### src/rtl/rstg_pkg.sv
package rstg_pkg;

    // Field and register widths.
    localparam int PHASE_W   = 17;
    localparam int RATE_W    = 17;
    localparam int TONE_W    = 16;
    localparam int PROD_W    = PHASE_W + TONE_W;
    localparam int SAMPLE_W  = 16;
    localparam int TIDX_W    = 8;
    localparam int MAG_W     = 15;
    localparam int STEP_W    = 6;
    localparam int CFG_IDX_W = 1;

    // Configuration register indexes.
    localparam logic [CFG_IDX_W-1:0] REG_SAMPLE_RATE = 1'b0;
    localparam logic [CFG_IDX_W-1:0] REG_TONE_FREQ   = 1'b1;

    localparam logic [RATE_W-1:0] RATE_RESET = 17'd16000;
    localparam logic [TONE_W-1:0] TONE_RESET = 16'd2000;

    // Fixed-point constants for building the sine table (Q61).
    localparam logic [63:0] PI_Q61   = 64'h6487ED5110B4611A;
    localparam logic [63:0] ONE_Q61  = 64'h2000000000000000;
    localparam logic [63:0] SIN_BIAS = 64'd4096;
    localparam logic [MAG_W-1:0] MAG_FULL = 15'd32767;

    // Taylor series denominators (2k)(2k+1) for k = 1 to 14.
    localparam logic [63:0] TAYLOR_DIV [14] = '{
        64'd6, 64'd20, 64'd42, 64'd72, 64'd110, 64'd156, 64'd210,
        64'd272, 64'd342, 64'd420, 64'd506, 64'd600, 64'd702, 64'd812
    };

    // Request to the shared divider.
    typedef struct packed {
        logic              start;
        logic [STEP_W-1:0] steps;
    } div_cmd_t;

    // Product of two Q61 values, truncated back to Q61.
    function automatic logic [63:0] mul_q61(input logic [63:0] a, input logic [63:0] b);
        logic [127:0] full;
        full = {64'd0, a} * {64'd0, b};
        return full[124:61];
    endfunction

    // Truncated sine magnitude scaled by 32767 for a Q61 angle in the first quadrant.
    function automatic logic [MAG_W-1:0] sine_q61(input logic [63:0] x);
        logic [63:0] x2;
        logic [63:0] t;
        logic [63:0] sum;
        logic [63:0] hi;
        logic [63:0] lo;
        logic [63:0] v;
        x2  = mul_q61(x, x);
        t   = x;
        sum = x;
        for (int k = 1; k <= 14; k++)
        begin
            t = mul_q61(t, x2) / TAYLOR_DIV[k-1];
            if ((k % 2) == 1)
            begin
                sum = sum - t;
            end
            else
            begin
                sum = sum + t;
            end
        end
        sum = sum + SIN_BIAS;
        if (sum > ONE_Q61)
        begin
            sum = ONE_Q61;
        end
        hi = {32'd0, sum[63:32]};
        lo = {32'd0, sum[31:0]};
        v  = (hi * 64'd32767 + ((lo * 64'd32767) >> 32)) >> 29;
        if (v > 64'd32767)
        begin
            v = 64'd32767;
        end
        return MAG_W'(v);
    endfunction

endpackage

### src/rtl/rstg_divider.sv
module rstg_divider #(
    parameter int NUM_W      = 41,
    parameter int TABLE_SIZE = 256
) (
    input  logic                            clk,
    input  logic                            rst_n,
    input  rstg_pkg::div_cmd_t              cmd,
    input  logic [NUM_W-1:0]                dividend,
    input  logic [rstg_pkg::RATE_W-1:0]     divisor,
    output logic                            done,
    output logic [rstg_pkg::RATE_W-1:0]     remainder,
    output logic [$clog2(TABLE_SIZE)-1:0]   qmod
);
    import rstg_pkg::*;

    localparam int IDX_W = $clog2(TABLE_SIZE);
    localparam logic [IDX_W:0] MOD_N = (IDX_W + 1)'(TABLE_SIZE);

    logic [NUM_W-1:0]  shift_reg;
    logic [RATE_W-1:0] rem_reg;
    logic [IDX_W-1:0]  qmod_reg;
    logic [STEP_W-1:0] count_reg;
    logic              busy_reg;
    logic              done_reg;

    logic [RATE_W:0]   trial;
    logic              ge;
    logic [RATE_W-1:0] rem_next;
    logic [IDX_W:0]    qdbl;
    logic [IDX_W-1:0]  qmod_next;

    // One restoring division step; the quotient bit is also folded into a
    // running remainder modulo the table size.
    always_comb
    begin
        trial    = {rem_reg, shift_reg[NUM_W-1]};
        ge       = (trial >= {1'b0, divisor});
        rem_next = ge ? RATE_W'(trial - {1'b0, divisor}) : trial[RATE_W-1:0];
        qdbl     = {qmod_reg, ge};
        qmod_next = (qdbl >= MOD_N) ? IDX_W'(qdbl - MOD_N) : qdbl[IDX_W-1:0];
    end

    always_ff @(posedge clk or negedge rst_n)
    begin
        if (!rst_n)
        begin
            count_reg <= '0;
            busy_reg  <= 1'b0;
            done_reg  <= 1'b0;
        end
        else
        begin
            done_reg <= 1'b0;
            if (cmd.start)
            begin
                count_reg <= cmd.steps;
                busy_reg  <= 1'b1;
            end
            else if (busy_reg)
            begin
                count_reg <= count_reg - STEP_W'(1);
                if (count_reg == STEP_W'(1))
                begin
                    busy_reg <= 1'b0;
                    done_reg <= 1'b1;
                end
            end
        end
    end

    always_ff @(posedge clk)
    begin
        if (cmd.start)
        begin
            shift_reg <= dividend;
            rem_reg   <= '0;
            qmod_reg  <= '0;
        end
        else if (busy_reg)
        begin
            shift_reg <= {shift_reg[NUM_W-2:0], 1'b0};
            rem_reg   <= rem_next;
            qmod_reg  <= qmod_next;
        end
    end

    assign done      = done_reg;
    assign remainder = rem_reg;
    assign qmod      = qmod_reg;

endmodule

### src/rtl/rstg_sine_rom.sv
module rstg_sine_rom #(
    parameter int TABLE_SIZE = 256
) (
    input  logic                           clk,
    input  logic [$clog2(TABLE_SIZE)-1:0]  addr,
    output logic [rstg_pkg::MAG_W-1:0]     data
);
    import rstg_pkg::*;

    localparam logic [63:0] N64 = 64'(TABLE_SIZE);

    logic [MAG_W-1:0] rom_w [TABLE_SIZE];
    logic [MAG_W-1:0] data_reg;

    // Each entry is worked out at elaboration: the angle is folded into the
    // first quadrant, and the quadrant end points are exact.
    for (genvar i = 0; i < TABLE_SIZE; i++)
    begin : g_entry
        localparam logic [63:0] M0 = 64'(i);
        localparam logic [63:0] M1 = (2 * M0 > N64) ? N64 - M0 : M0;
        localparam logic [63:0] P0 = 2 * M1;
        localparam logic [63:0] P1 = (2 * P0 > N64) ? N64 - P0 : P0;
        localparam logic [63:0] X  = (PI_Q61 / N64) * P1 + ((PI_Q61 % N64) * P1) / N64;
        localparam logic [MAG_W-1:0] MAG = (P1 == 64'd0) ? '0 :
                                           ((2 * P1 == N64) ? MAG_FULL : sine_q61(X));
        assign rom_w[i] = MAG;
    end

    always_ff @(posedge clk)
    begin
        data_reg <= rom_w[addr];
    end

    assign data = data_reg;

endmodule

### src/rtl/rectified_sine_table_generator_unit.sv
// An accepted tick runs the wrap pass, the multiply, the scaled division and the table
// read before the sample request; NUM_W, the dividend width, is 33 + clog2(TABLE_SIZE).
// No new tick is taken until the sequencer is idle again, as both passes share the
// bit-serial divider. A tick of zero is taken and gives no sample.
// Reset (rst_n, asynchronous, active low) clears the phase, returns the rates to
// 16000 Hz and 2000 Hz and empties the output register.
module rectified_sine_table_generator_unit #(
    parameter int TABLE_SIZE = 256
) (
    input  logic                                 clk,
    input  logic                                 rst_n,
    input  logic                                 cfg_we,
    input  logic [rstg_pkg::CFG_IDX_W-1:0]       cfg_index,
    input  logic [rstg_pkg::RATE_W-1:0]          cfg_wdata,
    input  logic                                 in_valid,
    output logic                                 in_stall,
    input  logic                                 tick,
    output logic                                 out_valid,
    input  logic                                 out_stall,
    output logic signed [rstg_pkg::SAMPLE_W-1:0] sample,
    output logic [rstg_pkg::TIDX_W-1:0]          table_index
);
    import rstg_pkg::*;

    // Index bits and the width of phase * tone * TABLE_SIZE, the dividend of the
    // second pass through the divider.
    localparam int IDX_W = $clog2(TABLE_SIZE);
    localparam int NUM_W = PROD_W + IDX_W;

    // The sequencer walks one request through two passes of the shared divider.
    // The first pass reduces the phase modulo the sample rate; the second
    // divides phase * tone * TABLE_SIZE by the rate, while the divider keeps the
    // quotient reduced modulo the table size so that the index comes out of it
    // directly. The two multiplies sit in states of their own so that each
    // product is registered before it is used.
    typedef enum logic [2:0] {
        ST_IDLE,
        ST_WRAP,
        ST_MUL,
        ST_SCALE,
        ST_DIV,
        ST_LOOKUP,
        ST_SEND
    } state_t;

    state_t                     state_reg;
    state_t                     state_next;
    logic [PHASE_W-1:0]         phase_reg;
    logic [PHASE_W-1:0]         phase_next;
    logic [PROD_W-1:0]          prod_reg;
    logic [PROD_W-1:0]          prod_next;
    logic                       out_valid_reg;
    logic                       out_valid_next;
    logic [SAMPLE_W-1:0]        sample_reg;
    logic [SAMPLE_W-1:0]        sample_next;
    logic [TIDX_W-1:0]          tidx_reg;
    logic [TIDX_W-1:0]          tidx_next;
    logic [RATE_W-1:0]          rate_reg;
    logic [TONE_W-1:0]          tone_reg;

    logic [RATE_W-1:0]          rate_eff;
    logic                       in_take;
    logic                       out_take;
    div_cmd_t                   div_cmd;
    logic [NUM_W-1:0]           div_dividend;
    logic                       div_done;
    logic [RATE_W-1:0]          div_rem;
    logic [IDX_W-1:0]           div_qmod;
    logic [MAG_W-1:0]           rom_data;

    // A zero sample rate behaves as a rate of one, which pins the phase and
    // the index at zero.
    assign rate_eff = (rate_reg == '0) ? RATE_W'(1) : rate_reg;

    // The block takes a new request only when the sequencer is idle. A finished
    // sample waits in the output register, so a fresh tick can start while
    // the previous sample is still stalled downstream.
    assign in_stall = (state_reg != ST_IDLE);
    assign in_take  = in_valid && !in_stall;
    assign out_take = out_valid_reg && !out_stall;

    // Configuration registers. They are to be written only while the block is idle; the block does not enforce this.
    always_ff @(posedge clk or negedge rst_n)
    begin
        if (!rst_n)
        begin
            rate_reg <= RATE_RESET;
            tone_reg <= TONE_RESET;
        end
        else if (cfg_we)
        begin
            unique case (cfg_index)
                REG_SAMPLE_RATE: rate_reg <= cfg_wdata;
                REG_TONE_FREQ:   tone_reg <= cfg_wdata[TONE_W-1:0];
            endcase
        end
    end

    // Divider requests. The first pass takes the phase left aligned and runs
    // for PHASE_W steps; the second takes the scaled product and runs for
    // all NUM_W bits.
    always_comb
    begin
        div_cmd.start = 1'b0;
        div_cmd.steps = STEP_W'(PHASE_W);
        div_dividend  = {phase_reg, (NUM_W - PHASE_W)'(0)};
        case (state_reg)
            ST_IDLE:
            begin
                div_cmd.start = in_take && tick;
            end
            ST_SCALE:
            begin
                div_cmd.start = 1'b1;
                div_cmd.steps = STEP_W'(NUM_W);
                div_dividend  = NUM_W'(prod_reg) * NUM_W'(TABLE_SIZE);
            end
            default:
            begin
                div_cmd.start = 1'b0;
            end
        endcase
    end

    rstg_divider #(
        .NUM_W      (NUM_W),
        .TABLE_SIZE (TABLE_SIZE)
    ) u_div (
        .clk       (clk),
        .rst_n     (rst_n),
        .cmd       (div_cmd),
        .dividend  (div_dividend),
        .divisor   (rate_eff),
        .done      (div_done),
        .remainder (div_rem),
        .qmod      (div_qmod)
    );

    // The index stays on the divider's output until the next request starts,
    // so the table read can be held for as long as the output is stalled.
    rstg_sine_rom #(
        .TABLE_SIZE (TABLE_SIZE)
    ) u_rom (
        .clk  (clk),
        .addr (div_qmod),
        .data (rom_data)
    );

    always_comb
    begin
        state_next     = state_reg;
        phase_next     = phase_reg;
        prod_next      = prod_reg;
        sample_next    = sample_reg;
        tidx_next      = tidx_reg;
        out_valid_next = out_take ? 1'b0 : out_valid_reg;
        unique case (state_reg)
            ST_IDLE:
            begin
                // A tick of zero is accepted and leaves everything as it was.
                if (in_take && tick)
                begin
                    state_next = ST_WRAP;
                end
            end
            ST_WRAP:
            begin
                if (div_done)
                begin
                    phase_next = div_rem;
                    state_next = ST_MUL;
                end
            end
            ST_MUL:
            begin
                // The product uses the wrapped phase; the phase then steps on.
                prod_next  = PROD_W'(phase_reg) * PROD_W'(tone_reg);
                phase_next = phase_reg + PHASE_W'(1);
                state_next = ST_SCALE;
            end
            ST_SCALE:
            begin
                state_next = ST_DIV;
            end
            ST_DIV:
            begin
                if (div_done)
                begin
                    state_next = ST_LOOKUP;
                end
            end
            ST_LOOKUP:
            begin
                state_next = ST_SEND;
            end
            ST_SEND:
            begin
                // The sample is the table magnitude negated.
                if (!out_valid_reg || out_take)
                begin
                    sample_next    = SAMPLE_W'(0) - {1'b0, rom_data};
                    tidx_next      = TIDX_W'(div_qmod);
                    out_valid_next = 1'b1;
                    state_next     = ST_IDLE;
                end
            end
            default:
            begin
                state_next = ST_IDLE;
            end
        endcase
    end

    always_ff @(posedge clk or negedge rst_n)
    begin
        if (!rst_n)
        begin
            state_reg     <= ST_IDLE;
            phase_reg     <= '0;
            prod_reg      <= '0;
            out_valid_reg <= 1'b0;
            sample_reg    <= '0;
            tidx_reg      <= '0;
        end
        else
        begin
            state_reg     <= state_next;
            phase_reg     <= phase_next;
            prod_reg      <= prod_next;
            out_valid_reg <= out_valid_next;
            sample_reg    <= sample_next;
            tidx_reg      <= tidx_next;
        end
    end

    assign out_valid   = out_valid_reg;
    assign sample      = $signed(sample_reg);
    assign table_index = tidx_reg;

endmodule

### config.mk
export PLATFORM = sky130hd
export DESIGN_NAME = rectified_sine_table_generator_unit
export DESIGN_NICKNAME = d
export VERILOG_FILES = /design/src/rtl/rstg_pkg.sv /design/src/rtl/rstg_divider.sv /design/src/rtl/rstg_sine_rom.sv /design/src/rtl/rectified_sine_table_generator_unit.sv
export SDC_FILE = /design/constraint.sdc
export NUM_CORES = 1
export LEC_CHECK = 0
export BUFFER_PORTS_ARGS = -buffer_cell sky130_fd_sc_hd__buf_2
export CORE_UTILIZATION = 45
export CTS_CLUSTER_DIAMETER = 80
export DETAILED_ROUTE_END_ITERATION = 10
export PLACE_DENSITY = 0.63
export SYNTH_ARGS = -nofsm -noshare
export SYNTH_HDL_FRONTEND = slang
export SYNTH_SLANG_ARGS = --single-unit
### constraint.sdc
create_clock -name clk -period 6.12 [get_ports clk]
set_input_delay 1.224 -clock clk [delete_from_list [all_inputs] [get_ports clk]]
set_output_delay 1.224 -clock clk [all_outputs]
set_load 0.02 [all_outputs]
==> out/qor.log <==
INFO  floorplanning  die_h=216um
INFO  grt            first_global_vias=16800
INFO  timing         worst_clock_skew=0.00843ns
INFO  grt            grt_antenna_before_repair=0
INFO  final_layout   fin_nets=2803
INFO  hold_path      hold_path_class=flop to flop
INFO  clocking       cts_root_buf=sky130_fd_sc_hd__clkbuf_16
INFO  grt            grt-ovfl-total=0
INFO  flow_run       cap_violations=0
INFO  synthesis      synth_largest_type_area_fraction=20.3%
INFO  clocking       cts-buffers-inserted=17
INFO  grt            global_route_wire_length_before_repair=92900um
INFO  timing         finalSetupViolCount=0
INFO  floorplanning  core_area=45300um^2
INFO  final_layout   final_layout_size_suffix_gt1_share=10.5%
INFO  setup_path     cp_data_arrival_time=6.25ns
INFO  setup_path     worst_path_dominant_cell_family=adder cells
INFO  route          post_drt_wl_per_cell=19.0um
INFO  synthesis      synth-async-reset-ratio=62.0%
INFO  placement      globalplace.congestion=0.931
INFO  clocking       clock_tree_from_tritoncts=done
INFO  route          drc=0
INFO  timing         fmax=168MHz
INFO  floorplanning  die_area=46600um^2
INFO  route          routed_wl=57900um
INFO  setup_path     worst-setup-path-type=flop to flop
INFO  setup_path     timing.critical_path.required=6.43ns
INFO  clocking       clk-insertion-delay-late=0.46ns
INFO  timing         final-hold-violation-count=0
INFO  floorplanning  i_o_pins=50
INFO  synthesis      synth.lib_cells_used.distinct=83
INFO  setup_path     cp-end-kind=flop
INFO  setup_path     timing.critical_path.from_type=flop
INFO  final_layout   areaGrowthSynthToFinish=7.95%
INFO  final_layout   final_core_utilization=49.1%
INFO  synthesis      synthesis.yosys.warnings=0
INFO  floorplanning  floorplan.die.width=216um
INFO  synthesis      synthCells=2438
INFO  route          post_route_antenna_net_violation_count=0
INFO  synthesis      average_footprint_of_a_synthesized_cell=8.45um^2
INFO  grt            grt.total_usage=25.1%
INFO  clocking       clk_path_buf_depth=2
INFO  timing         post-route-period-util=97.0%
INFO  synthesis      most_common_cell_in_the_synthesized_netlist=sky130_fd_sc_hd__nand2_1
INFO  synthesis      dominant_cell_type_by_area_after_synthesis=sky130_fd_sc_hd__fa_1
INFO  setup_path     worst_path_max_delay_cell=sky130_fd_sc_hd__dfstp_2
INFO  synthesis      ys_dominant_reg_cell=sky130_fd_sc_hd__dfrtp_1
INFO  synthesis      ys_seq_area_share=23.2%
INFO  grt            largest_net_degree_at_the_start_of_global_routing=88
INFO  synthesis      synth_area_leaders=sky130_fd_sc_hd__fa_1, sky130_fd_sc_hd__dfrtp_1, sky130_fd_sc_hd__ha_1
INFO  floorplanning  num_rows=78
INFO  synthesis      ys_ff_latch=192
INFO  route          detailedRoute.firstIterationViolations=1651
INFO  route          vias_per_cell=5.67
INFO  timing         slew_viol_final=0
INFO  setup_path     timing.critical_path.fanout_max=8
INFO  timing         final.min_clock_period=5.94ns
INFO  synthesis      synth-edff-count=33
INFO  clocking       clkSlewWorstSetupHoldPaths=0.07ns
INFO  clocking       clock_sinks=192
INFO  synthesis      netlist_area=20600um^2
INFO  setup_path     critical_path.most_common_cell=sky130_fd_sc_hd__fa_1
INFO  setup_path     critical_path.n_buffers_inverters=5
INFO  clocking       cts.htree.levels=4
INFO  setup_path     critical_path.cell_chain=buf_6 > nand2_1 > fa_1 > inv_1 > fa_1 > fa_1 > fa_1 > fa_1 > inv_1 > fa_1 > inv_1 > ha_1 > a21o_1 > a21o_1 > a21oi_2 > o21ai_0 > a311oi_2 > buf_4 > o21ai_0 > xnor2_1 > o21ai_0
INFO  status         outcome=complete, no violations
INFO  route          num_vias=17200
INFO  synthesis      syn_nets=2812
INFO  route          detailedRoute.firstPassIterationCount=6
INFO  timing         tightestPinTransition=1.15ns
INFO  setup_path     critPathMaxStageDelay=0.61ns
INFO  placement      half_perimeter_wire_length_after_detailed_placement=44400um
INFO  clocking       ctsHoldBuffers=0
INFO  final_layout   antenna_cells_inserted=0
INFO  floorplanning  floorplan.initialDensity=45.5%
INFO  timing         slew-limit-headroom=23.0%
INFO  timing         rsz0062_at_grt=true
INFO  synthesis      post_synth_most_frequent_cells=sky130_fd_sc_hd__nand2_1, sky130_fd_sc_hd__inv_1, sky130_fd_sc_hd__fa_1
INFO  placement      portBuffers=49
timing repair:
action,in CTS,in global routing
setup buffers,0,10
pin swaps,0,2
gates resized for setup,2,24
setup endpoints to repair,1,13
through the flow:
| step | instances | hold WS (ns) | instance area (um^2) | setup WS [ns] | TNS (ns) |
|---|---|---|---|---|---|
| 2_1_floorplan | 2438 | 0.431 | 20600 | 0.0181 | 0 |
| 3_3_place_gp | 3000 | 0.450 | 21500 | 0.0553 | 0 |
| 3_5_place_dp | 3000 | 0.467 | 21500 | 0.0114 | 0 |
| 4_1_cts | 3032 | 0.484 | 22100 | 0.0576 | 0 |
| 5_1_grt | 3042 | 0.515 | 22200 | -0.0118 | -0.0240 |
| 6_report | 3042 | 0.480 | 22200 | 0.184 | 0 |
cell type report:
cell class / instances / area [um^2]
Multi-Input combinational cell: 1807 / 14100
Timing Repair Buffer: 143 / 982
Fill cell: 4391 / 23100
Tap cell: 600 / 751
Inverter: 268 / 1010
Sequential cell: 192 / 4800
Clock inverter: 13 / 153
Clock buffer: 19 / 433
per-layer routing:
layer | track usage (%) | up-vias | wire, um
met5 | 0 | - | 0
met4 | 7.75 | 0 | 1350
met3 | 2.73 | 91 | 3090
met2 | 39.8 | 612 | 27100
met1 | 36.0 | 8493 | 26400
li1 | - | 8044 | -
worst reg2reg max path, cell delays in order (launching register included):
cell,delay (ns)
sky130_fd_sc_hd__dfstp_2,0.61
sky130_fd_sc_hd__buf_6,0.16
sky130_fd_sc_hd__nand2_1,0.08
sky130_fd_sc_hd__fa_1,0.54
sky130_fd_sc_hd__inv_1,0.05
sky130_fd_sc_hd__fa_1,0.48
sky130_fd_sc_hd__fa_1,0.59
sky130_fd_sc_hd__fa_1,0.43
sky130_fd_sc_hd__fa_1,0.51
sky130_fd_sc_hd__inv_1,0.08
sky130_fd_sc_hd__fa_1,0.48
sky130_fd_sc_hd__inv_1,0.04
sky130_fd_sc_hd__ha_1,0.28
sky130_fd_sc_hd__a21o_1,0.20
sky130_fd_sc_hd__a21o_1,0.20
sky130_fd_sc_hd__a21oi_2,0.14
sky130_fd_sc_hd__o21ai_0,0.10
sky130_fd_sc_hd__a311oi_2,0.27
sky130_fd_sc_hd__buf_4,0.18
sky130_fd_sc_hd__o21ai_0,0.12
sky130_fd_sc_hd__xnor2_1,0.16
sky130_fd_sc_hd__o21ai_0,0.09
layout by cell type, fill, tap and decap left out, types with 8 or more instances in the layout:
cell,instances
sky130_fd_sc_hd__a211oi_1,35
sky130_fd_sc_hd__o21ai_0,170
sky130_fd_sc_hd__a31oi_1,22
sky130_fd_sc_hd__a311oi_1,12
sky130_fd_sc_hd__inv_1,266
sky130_fd_sc_hd__xor2_1,28
sky130_fd_sc_hd__xnor2_1,25
sky130_fd_sc_hd__nor2_1,118
sky130_fd_sc_hd__nor3_1,30
sky130_fd_sc_hd__nand4_1,11
sky130_fd_sc_hd__nand2b_1,17
sky130_fd_sc_hd__dfrtp_1,95
sky130_fd_sc_hd__and3_1,17
sky130_fd_sc_hd__dfstp_2,12
sky130_fd_sc_hd__and2_1,143
sky130_fd_sc_hd__nor2b_1,14
sky130_fd_sc_hd__ha_1,137
sky130_fd_sc_hd__dfrtp_2,12
sky130_fd_sc_hd__nand3_1,38
sky130_fd_sc_hd__a221oi_1,8
sky130_fd_sc_hd__nor4_1,11
sky130_fd_sc_hd__a22oi_1,22
sky130_fd_sc_hd__mux2i_1,24
sky130_fd_sc_hd__nand2_1,405
sky130_fd_sc_hd__o21a_1,9
sky130_fd_sc_hd__edfxtp_1,33
sky130_fd_sc_hd__buf_4,92
sky130_fd_sc_hd__buf_2,48
sky130_fd_sc_hd__o211ai_1,14
sky130_fd_sc_hd__fa_1,209
sky130_fd_sc_hd__mux2_2,23
sky130_fd_sc_hd__a21oi_1,128
sky130_fd_sc_hd__dfxtp_1,36
sky130_fd_sc_hd__clkbuf_16,17
sky130_fd_sc_hd__a21o_1,23
kinds of logic (layout without fill, tap and decap cells):
| logic type | after synthesis | in the layout | synth area share (%) |
|---|---|---|---|
| simple gates | 840 | 840 | 19.0 |
| compound gates | 516 | 516 | 15.6 |
| buf+inv | 439 | 443 | 8.57 |
| fa+ha+maj | 351 | 351 | 28.9 |
| flops | 192 | 192 | 23.2 |
| xor+xnor | 53 | 53 | 2.25 |
| mux | 47 | 47 | 2.42 |
path summary, 6_finish.rpt:
kind	endpoint	slack, ns	depth (start not counted)	startpoint
worst min-delay path	sample[4]	0.48	2	sample[4]
max in group asynchronous	sample[3]	3.91	2	rst_n
worst min register to register	sample[4]	0.48	2	sample[4]
worst max register to register	prod_reg[28]	0.18	21	tone_reg[7]
min in group asynchronous	tone_reg[12]	0.93	1	rst_n
worst max-delay path	prod_reg[28]	0.18	21	tone_reg[7]
Power is not shown: default switching activity piles up to over one toggle a cycle in this logic, so the estimate is an artifact.
